File: config.mk
export PLATFORM = sky130hd
export DESIGN_NAME = windowed_pair_distance_emitter
export DESIGN_NICKNAME = d
export VERILOG_FILES = /design/src/rtl/core/wpd_pkg.sv /design/src/rtl/core/wpd_window_ram.sv /design/src/rtl/core/wpd_out_stage.sv /design/src/rtl/core/wpd_seq.sv /design/src/rtl/core/windowed_pair_distance_emitter.sv
export SDC_FILE = /design/constraint.sdc
export NUM_CORES = 2
export LEC_CHECK = 0
export BUFFER_PORTS_ARGS = -buffer_cell sky130_fd_sc_hd__buf_2
export CORE_ASPECT_RATIO = 0.7
export CORE_MARGIN = 4
export CORE_UTILIZATION = 50
export CTS_CLUSTER_DIAMETER = 150
export DETAILED_ROUTE_END_ITERATION = 8
export PLACE_DENSITY_LB_ADDON = 0.2
export SLEW_MARGIN = 15
export SYNTH_ARGS = -nofsm -noshare
export SYNTH_HDL_FRONTEND = slang
export SYNTH_SLANG_ARGS = --single-unit
File: constraint.sdc
create_clock -name i_clk -period 5.6 [get_ports i_clk]
set_input_delay 1.12 -clock i_clk [delete_from_list [all_inputs] [get_ports i_clk]]
set_output_delay 1.12 -clock i_clk [all_outputs]
set_load 0.05 [all_outputs]
File: src/rtl/core/wpd_pkg.sv
// shared types and constants for the windowed pair distance emitter
// no dependencies; used by wpd_seq, wpd_out_stage and the top level
package wpd_pkg;

    localparam int GAP_W     = 16;
    localparam int CFG_IDX_W = 1;

    localparam logic [CFG_IDX_W-1:0] CFG_MIN_GAP = 1'b0;
    localparam logic [CFG_IDX_W-1:0] CFG_MAX_GAP = 1'b1;

    localparam logic [GAP_W-1:0] MIN_GAP_RST = 16'd30;
    localparam logic [GAP_W-1:0] MAX_GAP_RST = 16'd2000;

    // one result word as it leaves the sequencer
    typedef struct packed {
        logic [GAP_W-1:0] distance;
        logic             last;
        logic             overflowed;
    } t_result;

endpackage

File: src/rtl/core/wpd_window_ram.sv
// window store: single write port, single read port, registered read data
// no dependencies
module wpd_window_ram #(
    parameter int DEPTH = 64,
    parameter int WIDTH = 28,
    localparam int AW = $clog2(DEPTH)
) (
    input  logic             i_clk,
    input  logic             i_we,
    input  logic [AW-1:0]    i_waddr,
    input  logic [WIDTH-1:0] i_wdata,
    input  logic             i_re,
    input  logic [AW-1:0]    i_raddr,
    output logic [WIDTH-1:0] o_rdata
);

    logic [WIDTH-1:0] r_mem [DEPTH];
    logic [WIDTH-1:0] r_rdata;

    always_ff @(posedge i_clk) begin
        if (i_we) begin
            r_mem[i_waddr] <= i_wdata;
        end
    end

    // read data holds while the read enable is low
    always_ff @(posedge i_clk) begin
        if (i_re) begin
            r_rdata <= r_mem[i_raddr];
        end
    end

    assign o_rdata = r_rdata;

endmodule

File: src/rtl/core/wpd_out_stage.sv
// output register between the sequencer and the result channel
// depends on wpd_pkg (t_result)
module wpd_out_stage (
    input  logic                      i_clk,
    input  logic                      i_rst_n,
    input  logic                      i_push,
    input  wpd_pkg::t_result          i_word,
    output logic                      o_can_push,
    output logic                      o_valid,
    input  logic                      i_ready,
    output logic [wpd_pkg::GAP_W-1:0] o_distance,
    output logic                      o_last,
    output logic                      o_window_overflowed
);

    logic             r_valid;
    wpd_pkg::t_result r_word;

    assign o_can_push = !r_valid || i_ready;

    always_ff @(posedge i_clk) begin
        if (!i_rst_n) begin
            r_valid <= 1'b0;
        end else if (i_push) begin
            r_valid <= 1'b1;
        end else if (i_ready) begin
            r_valid <= 1'b0;
        end
    end

    always_ff @(posedge i_clk) begin
        if (i_push) begin
            r_word <= i_word;
        end
    end

    assign o_valid             = r_valid;
    assign o_distance          = r_word.distance;
    assign o_last              = r_word.last;
    assign o_window_overflowed = r_word.overflowed;

endmodule

File: src/rtl/core/wpd_seq.sv
// sequencer: prunes stale entries, scans the window newest first, inserts the new position
// depends on wpd_pkg (t_result, GAP_W); drives the ports of wpd_window_ram
module wpd_seq #(
    parameter int DEPTH = 64,
    parameter int PB    = 28,
    localparam int AW = $clog2(DEPTH),
    localparam int CW = $clog2(DEPTH + 1)
) (
    input  logic                      i_clk,
    input  logic                      i_rst_n,
    input  logic                      i_valid,
    output logic                      o_ready,
    input  logic [PB-1:0]             i_position,
    input  logic                      i_new_sequence,
    input  logic [wpd_pkg::GAP_W-1:0] i_min_gap,
    input  logic [wpd_pkg::GAP_W-1:0] i_max_gap,
    output logic                      o_mem_we,
    output logic [AW-1:0]             o_mem_waddr,
    output logic [PB-1:0]             o_mem_wdata,
    output logic                      o_mem_re,
    output logic [AW-1:0]             o_mem_raddr,
    input  logic [PB-1:0]             i_mem_rdata,
    input  logic                      i_can_push,
    output logic                      o_push,
    output wpd_pkg::t_result          o_push_word,
    output logic [CW-1:0]             o_count
);

    localparam int DW = (PB > wpd_pkg::GAP_W) ? PB : wpd_pkg::GAP_W;
    localparam int SW = AW + 1;

    typedef enum logic [2:0] {
        ST_IDLE,
        ST_PRUNE_RD,
        ST_PRUNE_CHK,
        ST_SCAN,
        ST_INSERT
    } t_state;

    t_state        r_state, n_state;
    logic [CW-1:0] r_count, n_count;
    logic [AW-1:0] r_head,  n_head;
    logic [PB-1:0] r_prev,  n_prev;
    logic          r_prev_v, n_prev_v;
    logic          r_ovf,   n_ovf;
    logic [PB-1:0] r_p,     n_p;
    logic          r_evict, n_evict;
    logic [CW-1:0] r_k,     n_k;
    logic          r_s1_v,  n_s1_v;
    logic          r_s1_last, n_s1_last;

    logic [SW-1:0] w_newest_sum, w_oldest_sum;
    logic [AW-1:0] w_newest_slot, w_oldest_slot, w_head_inc;
    logic [DW-1:0] w_diff;
    logic          w_q_above, w_stale, w_qual, w_adv;

    // slot arithmetic modulo DEPTH; each sum stays below twice DEPTH
    assign w_newest_sum  = {1'b0, r_head} + SW'(DEPTH - 1) - SW'(r_k);
    assign w_oldest_sum  = {1'b0, r_head} + SW'(DEPTH) - SW'(r_count);
    assign w_newest_slot = (w_newest_sum >= SW'(DEPTH)) ? AW'(w_newest_sum - SW'(DEPTH))
                                                        : AW'(w_newest_sum);
    assign w_oldest_slot = (w_oldest_sum >= SW'(DEPTH)) ? AW'(w_oldest_sum - SW'(DEPTH))
                                                        : AW'(w_oldest_sum);
    assign w_head_inc    = (r_head == AW'(DEPTH - 1)) ? '0 : r_head + AW'(1);

    assign w_q_above = i_mem_rdata > r_p;
    assign w_diff    = DW'(r_p) - DW'(i_mem_rdata);
    assign w_stale   = w_q_above || (w_diff > DW'(i_max_gap));
    // entries left after pruning all lie within max_gap
    assign w_qual    = r_s1_v && !w_q_above && (w_diff > DW'(i_min_gap));
    assign w_adv     = !(w_qual && !i_can_push);

    assign o_ready     = (r_state == ST_IDLE);
    assign o_mem_waddr = r_head;
    assign o_mem_wdata = r_p;
    assign o_count     = r_count;

    assign o_push_word.distance   = w_diff[wpd_pkg::GAP_W-1:0];
    assign o_push_word.last       = r_s1_last;
    assign o_push_word.overflowed = r_ovf;

    always_comb begin
        n_state   = r_state;
        n_count   = r_count;
        n_head    = r_head;
        n_prev    = r_prev;
        n_prev_v  = r_prev_v;
        n_ovf     = r_ovf;
        n_p       = r_p;
        n_evict   = r_evict;
        n_k       = r_k;
        n_s1_v    = r_s1_v;
        n_s1_last = r_s1_last;
        o_mem_we    = 1'b0;
        o_mem_re    = 1'b0;
        o_mem_raddr = w_newest_slot;
        o_push      = 1'b0;

        unique case (r_state)
            ST_IDLE: begin
                if (i_valid) begin
                    if (i_new_sequence) begin
                        n_count  = '0;
                        n_head   = '0;
                        n_prev_v = 1'b0;
                        n_ovf    = 1'b0;
                        n_p      = i_position;
                        n_evict  = 1'b0;
                        n_state  = ST_INSERT;
                    end else if (!(r_prev_v && (i_position <= r_prev))) begin
                        n_p     = i_position;
                        n_evict = 1'b0;
                        n_state = (r_count == '0) ? ST_INSERT : ST_PRUNE_RD;
                    end
                end
            end
            ST_PRUNE_RD: begin
                o_mem_re    = 1'b1;
                o_mem_raddr = w_oldest_slot;
                n_state     = ST_PRUNE_CHK;
            end
            ST_PRUNE_CHK: begin
                if (w_stale) begin
                    n_count = r_count - CW'(1);
                    n_state = (r_count == CW'(1)) ? ST_INSERT : ST_PRUNE_RD;
                end else begin
                    // full window: oldest goes, but still joins this scan
                    if (r_count == CW'(DEPTH)) begin
                        n_evict = 1'b1;
                        if (w_diff < DW'(i_max_gap)) begin
                            n_ovf = 1'b1;
                        end
                    end
                    n_k     = '0;
                    n_s1_v  = 1'b0;
                    n_state = ST_SCAN;
                end
            end
            ST_SCAN: begin
                if (w_adv) begin
                    if (r_s1_v) begin
                        o_push = w_qual;
                        if (r_s1_last) begin
                            n_state = ST_INSERT;
                        end
                    end
                    if (r_k < r_count) begin
                        o_mem_re  = 1'b1;
                        n_k       = r_k + CW'(1);
                        n_s1_v    = 1'b1;
                        n_s1_last = (r_k == r_count - CW'(1));
                    end else begin
                        n_s1_v = 1'b0;
                    end
                end
            end
            ST_INSERT: begin
                o_mem_we = 1'b1;
                n_head   = w_head_inc;
                if (!r_evict) begin
                    n_count = r_count + CW'(1);
                end
                n_prev   = r_p;
                n_prev_v = 1'b1;
                n_state  = ST_IDLE;
            end
            default: begin
                n_state = ST_IDLE;
            end
        endcase
    end

    always_ff @(posedge i_clk) begin
        if (!i_rst_n) begin
            r_state   <= ST_IDLE;
            r_count   <= '0;
            r_head    <= '0;
            r_prev    <= '0;
            r_prev_v  <= 1'b0;
            r_ovf     <= 1'b0;
            r_p       <= '0;
            r_evict   <= 1'b0;
            r_k       <= '0;
            r_s1_v    <= 1'b0;
            r_s1_last <= 1'b0;
        end else begin
            r_state   <= n_state;
            r_count   <= n_count;
            r_head    <= n_head;
            r_prev    <= n_prev;
            r_prev_v  <= n_prev_v;
            r_ovf     <= n_ovf;
            r_p       <= n_p;
            r_evict   <= n_evict;
            r_k       <= n_k;
            r_s1_v    <= n_s1_v;
            r_s1_last <= n_s1_last;
        end
    end

endmodule

File: src/rtl/core/windowed_pair_distance_emitter.sv
// top level: configuration registers, sequencer, window store and output register
// depends on wpd_pkg, wpd_window_ram, wpd_seq, wpd_out_stage
//
//  channel   signals                                         direction
//  input     i_valid/o_ready, i_position, i_new_sequence     in
//  result    o_valid/i_ready, o_distance, o_last,
//            o_window_overflowed                             out
//  config    i_cfg_we, i_cfg_idx, i_cfg_data                 in, write only
//
// one word at a time: accept, then a read and a check of the oldest entry for each stale
// entry pruned and for the first in-range entry, then a scan of the window newest first,
// then the insert; the single read port of the store paces prune and scan
// a dropped word (not ascending) is accepted and goes no further than idle
// reset is synchronous and active low; the window store needs no clearing pass
// a stalled result register holds the scan; the next word is taken while the last
// result still waits
module windowed_pair_distance_emitter #(
    parameter int WINDOW_DEPTH  = 64,
    parameter int POSITION_BITS = 28
) (
    input  logic                          i_clk,
    input  logic                          i_rst_n,
    input  logic                          i_valid,
    output logic                          o_ready,
    input  logic [POSITION_BITS-1:0]      i_position,
    input  logic                          i_new_sequence,
    output logic                          o_valid,
    input  logic                          i_ready,
    output logic [wpd_pkg::GAP_W-1:0]     o_distance,
    output logic                          o_last,
    output logic                          o_window_overflowed,
    input  logic                          i_cfg_we,
    input  logic [wpd_pkg::CFG_IDX_W-1:0] i_cfg_idx,
    input  logic [wpd_pkg::GAP_W-1:0]     i_cfg_data
);

    localparam int AW = $clog2(WINDOW_DEPTH);
    localparam int CW = $clog2(WINDOW_DEPTH + 1);

    logic [wpd_pkg::GAP_W-1:0] r_min_gap;
    logic [wpd_pkg::GAP_W-1:0] r_max_gap;

    logic                     w_mem_we, w_mem_re;
    logic [AW-1:0]            w_mem_waddr, w_mem_raddr;
    logic [POSITION_BITS-1:0] w_mem_wdata, w_mem_rdata;
    logic                     w_can_push, w_push;
    wpd_pkg::t_result         w_push_word;
    logic [CW-1:0]            w_count;

    always_ff @(posedge i_clk) begin
        if (!i_rst_n) begin
            r_min_gap <= wpd_pkg::MIN_GAP_RST;
            r_max_gap <= wpd_pkg::MAX_GAP_RST;
        end else if (i_cfg_we) begin
            unique case (i_cfg_idx)
                wpd_pkg::CFG_MIN_GAP: r_min_gap <= i_cfg_data;
                wpd_pkg::CFG_MAX_GAP: r_max_gap <= i_cfg_data;
                default: begin
                end
            endcase
        end
    end

    wpd_window_ram #(
        .DEPTH (WINDOW_DEPTH),
        .WIDTH (POSITION_BITS)
    ) u_ram (
        .i_clk   (i_clk),
        .i_we    (w_mem_we),
        .i_waddr (w_mem_waddr),
        .i_wdata (w_mem_wdata),
        .i_re    (w_mem_re),
        .i_raddr (w_mem_raddr),
        .o_rdata (w_mem_rdata)
    );

    wpd_seq #(
        .DEPTH (WINDOW_DEPTH),
        .PB    (POSITION_BITS)
    ) u_seq (
        .i_clk          (i_clk),
        .i_rst_n        (i_rst_n),
        .i_valid        (i_valid),
        .o_ready        (o_ready),
        .i_position     (i_position),
        .i_new_sequence (i_new_sequence),
        .i_min_gap      (r_min_gap),
        .i_max_gap      (r_max_gap),
        .o_mem_we       (w_mem_we),
        .o_mem_waddr    (w_mem_waddr),
        .o_mem_wdata    (w_mem_wdata),
        .o_mem_re       (w_mem_re),
        .o_mem_raddr    (w_mem_raddr),
        .i_mem_rdata    (w_mem_rdata),
        .i_can_push     (w_can_push),
        .o_push         (w_push),
        .o_push_word    (w_push_word),
        .o_count        (w_count)
    );

    wpd_out_stage u_out (
        .i_clk               (i_clk),
        .i_rst_n             (i_rst_n),
        .i_push              (w_push),
        .i_word              (w_push_word),
        .o_can_push          (w_can_push),
        .o_valid             (o_valid),
        .i_ready             (i_ready),
        .o_distance          (o_distance),
        .o_last              (o_last),
        .o_window_overflowed (o_window_overflowed)
    );

    // the sequencer never overwrites a word that is still waiting
    a_push_room: assert property (@(posedge i_clk) disable iff (!i_rst_n)
        w_push |-> w_can_push)
        else $error("result pushed into a full output register");

    // the window never holds more entries than the store has
    a_count_bound: assert property (@(posedge i_clk) disable iff (!i_rst_n)
        w_count <= CW'(WINDOW_DEPTH))
        else $error("window count beyond store depth");

    // a new result only appears while a word is being worked on
    a_push_busy: assert property (@(posedge i_clk) disable iff (!i_rst_n)
        w_push |-> !o_ready)
        else $error("result produced while idle");

    // reads and the insert write never share a cycle
    a_mem_port: assert property (@(posedge i_clk) disable iff (!i_rst_n)
        w_mem_we |-> !w_mem_re)
        else $error("window store read and written together");

endmodule

==> impl_metrics.csv <==
group,metric,value,unit
die,coreArea,161000,sq um
die,die_area,169000,sq um
power_and_ir_drop,p_clk_share,24.3,%
power_and_ir_drop,pwr-share-seq,35.6,%
sta,hold_viol,0,
grt,grt_pass1_vias,49616,
clocking,clock_latency,0.82,ns
setup_path,slowest_delay,0.53,ns
detailed_routing,drcViolationCount,0,
clocking,ctsResizeCount,0,
setup_path,worst_path_max_delay_cell,"a21oi_1",
clocking,root_buffer,"clkbuf_16",
power_and_ir_drop,power_frac_comb,40.1,%
placed_design,dp_hpwl,128000,um
die,ios,71,
clocking,post_cts_buffers,0,
setup_path,cp_max_fo,12,
power_and_ir_drop,p_sw_share,40.0,%
detailed_routing,drt_iter0_markers,7197,
yosys,yosys_warnings,0,
grt,grt_usage,26.8,%
sta,skew,0.0269,ns
yosys,synth_flop_cell,"edfxtp_1",
yosys,ys_top_cells_by_area,"edfxtp_1 (68%), nand2_1 (9.2%), a311oi_1 (3.6%)",
setup_path,crit_buf_inv,2,
placed_design,pre_cts_slack,0.626,ns
clocking,clockBufferDepth,3,
grt,grt_pass1_wl,335000,um
setup_path,cp_data_arrival_time,5.98,ns
yosys,synth_top_cell_by_area,"edfxtp_1",
detailed_routing,wl_per_cell,25.8,um
yosys,synth_edf_count,1838,
clocking,postCtsHoldBufs,0,
power_and_ir_drop,switching_power,19.2,mW
clocking,cts_tree,"done",
sta,final-max-slew-violation-count,0,
yosys,seq_area_frac_synth,70.9,%
sta,fin_ws,0.317,ns
power_and_ir_drop,p_int,28.8,mW
clocking,cts_sinks,1955,
sta,period_minus_slack,5.28,ns
setup_path,required,6.30,ns
setup_path,end_kind,"flop",
power_and_ir_drop,powerDensity,531,nW/um^2
worst_hold_path,hold_path.class,"reg2reg",
setup_path,crit_top_cell,"a21o_1",
grt,grt_max_degree,111,
cells_and_area,area_growth_syn_to_layout,11.6,%
yosys,synth_cell_types,80,
die,dieHeight,345,um
yosys,ys_seq_elements,1955,
sta,slew_headroom,18.9,%
placed_design,io_buffers,70,
sta,period_share,94.3,%
yosys,yosysTopAreaCellShare,68.0,%
clocking,cts-buffers-inserted,178,
yosys,syn_avg_cell_area,12.3,sq um
detailed_routing,vias_per_cell,6.06,
cells_and_area,fill_cells,13045,
sta,fmax,0.189,GHz
setup_path,worstSetupStartpointType,"flop",
placed_design,gp_congestion,0.909,
sta,worstMarginPinSlew,1.21,ns
yosys,netlist_area,81100,sq um
detailed_routing,routed_wl,229000,um
power_and_ir_drop,leakage,31.9,nW
clocking,clk_pin_slew,0.07,ns
power_and_ir_drop,vdd_drop_max,0.506,mV
detailed_routing,detail-route-antenna-nets,0,
yosys,synthesis.nets,6747,
sta,setup_viol,0,
setup_path,path_cells,"inv_1 -> ha_1 -> and2_1 -> nand3_1 -> a21o_1 -> and2_1 -> o21ai_0 -> xor2_1 -> ha_1 -> a21o_1 -> a21o_1 -> a21oi_1 -> nand4_1 -> a22oi_1 -> nor3b_1 -> a31oi_1 -> a21oi_1 -> buf_4 -> nor2_1 -> o221a_2",
grt,antenna_found_initial,7,
cells_and_area,drive_gt1_share,9.80,%
detailed_routing,drtPass1Iterations,6,
setup_path,criticalPathCategory,"reg2reg",
detailed_routing,via_count,53768,
run,drv_cap,0,
yosys,syn-instance-count,6582,
clocking,cts_max_level,4,
die,die-width,489,um
sta,setup_tns,0,ns
cells_and_area,nNetsFinal,6759,
sta,rsz0062_at_grt,"false",
yosys,async_flop_share,0,%
status,status,"finished clean",
die,rows,123,
setup_path,critPathTopFamily,"compound AO/OA/AOI/OAI gates",
grt,overflow,0,
die,initial_core_util,50.4,%
## sequential cells by signal, indices dropped and copies added, names as in the netlist
name / count
u_ram.r_mem: 1792
u_ram.o_rdata: 28
u_seq.o_mem_wdata: 28
u_seq.r_prev: 28
r_max_gap: 16
r_min_gap: 16
u_out.o_distance: 16
u_seq.o_count: 7
u_seq.r_k: 7
u_seq.o_mem_waddr: 6
u_seq.r_state: 3
u_out.o_last: 1
u_out.o_valid: 1
u_out.o_window_overflowed: 1
u_seq.r_evict: 1
u_seq.r_ovf: 1
u_seq.r_prev_v: 1
u_seq.r_s1_last: 1
u_seq.r_s1_v: 1
## synth_stat cells, types with 17 or more instances
library cell and n:
nand2_1 1987, edfxtp_1 1838, nand3_1 477, clkbuf_1 382, a311oi_1 337, and3_1 228
a21oi_1 169, a31oi_1 156, nor2_1 133, inv_1 119, dfxtp_1 117, ha_1 111
a211oi_1 67, buf_1 59, o21ai_0 35, a21o_1 33, a211o_1 32, mux2i_1 30
nand4_1 26, xnor2_1 26, nor3_1 18, xor2_1 17
## layout make-up
cell class,instances,area (sq um),area share [%]
Sequential cell,1955,57600,63.6
Multi-Input combinational cell,4052,21900,24.2
Clock buffer,227,4740,5.24
Tap cell,2125,2660,2.94
Timing Repair Buffer,288,2420,2.67
Clock inverter,104,714,0.789
Inverter,119,447,0.494
Antenna cell,2,5.00,0.00553
## layer usage
metal  vias to the layer above  GRT usage [%]  wire length [um]
met5                         -              0                13
met3                       315           5.80             23300
li1                      24228              -                 -
met4                         2           8.02              6250
met1                     26733           40.3             99500
met2                      2490           39.2             99700
## final timing paths
kind | start | end | slack, ns | depth (start not counted)
setup / recovery | u_ram.o_rdata[6]$_DFFE_PP_ | u_seq.o_count[2]$_SDFFE_PN0P_ | 0.32 | 20
hold / removal | u_seq.r_prev[21]$_SDFFE_PN0P_ | u_seq.r_prev[21]$_SDFFE_PN0P_ | 0.46 | 2
setup reg to reg | u_ram.o_rdata[6]$_DFFE_PP_ | u_seq.o_count[2]$_SDFFE_PN0P_ | 0.32 | 20
hold reg to reg | u_seq.r_prev[21]$_SDFFE_PN0P_ | u_seq.r_prev[21]$_SDFFE_PN0P_ | 0.46 | 2
## through the flow
| step | cells | power [mW] | instance area (sq um) | hold WS [ns] | util [%] |
|---|---|---|---|---|---|
| floorplan | 6582 | 28.5 | 81100 | 0.408 | - |
| global placement | 8538 | 36.3 | 85000 | 0.444 | 52.8 |
| detailed placement | 8538 | 36.5 | 85000 | 0.447 | 52.8 |
| CTS | 8869 | 48.0 | 90500 | 0.456 | 56.2 |
| global route | 8870 | 50.2 | 90500 | 0.471 | 56.2 |
| finish | 8872 | 48.1 | 90500 | 0.455 | 56.2 |
## power groups by stage
stage | sequential (mW) | combinational [mW] | clock [mW]
after floorplan | 17.7 | 10.8 | 0
after global placement | 17.4 | 18.9 | 0
after detailed placement | 17.4 | 19.0 | 0
after CTS | 17.1 | 19.1 | 11.8
after global routing | 17.1 | 20.6 | 12.5
final | 17.1 | 19.3 | 11.7
## layout by cell type (no fill, tap or decap), types with 118 or more instances in the layout
| cell type | netlist | final |
|---|---|---|
| a21oi_1 | 169 | 167 |
| a311oi_1 | 337 | 337 |
| a31oi_1 | 156 | 156 |
| and3_1 | 228 | 228 |
| buf_4 | 1 | 184 |
| clkbuf_16 | 0 | 183 |
| edfxtp_1 | 1838 | 1838 |
| inv_1 | 119 | 118 |
| nand2_1 | 1987 | 1987 |
| nand3_1 | 477 | 476 |
## worst register-to-register path, stage by stage, from the launching register on
cell and delay [ns]:
edfxtp_1 0.32, inv_1 0.04, ha_1 0.44, and2_1 0.21, nand3_1 0.08, a21o_1 0.19
and2_1 0.19, o21ai_0 0.22, xor2_1 0.33, ha_1 0.31, a21o_1 0.16, a21o_1 0.17
a21oi_1 0.53, nand4_1 0.22, a22oi_1 0.47, nor3b_1 0.49, a31oi_1 0.16, a21oi_1 0.15
buf_4 0.20, nor2_1 0.07, o221a_2 0.26
## cell families after synthesis
logic type / Yosys count / share of synthesized area, %
buffers and inverters: 575 / 2.69
flip-flops: 1955 / 70.9
adder cells (fa/ha/maj): 114 / 1.79
AND/OR/NAND/NOR: 2949 / 15.5
AO/OA/AOI/OAI: 916 / 8.24
multiplexers: 30 / 0.370
XOR/XNOR: 43 / 0.464
(Power assumes the default switching activity.)
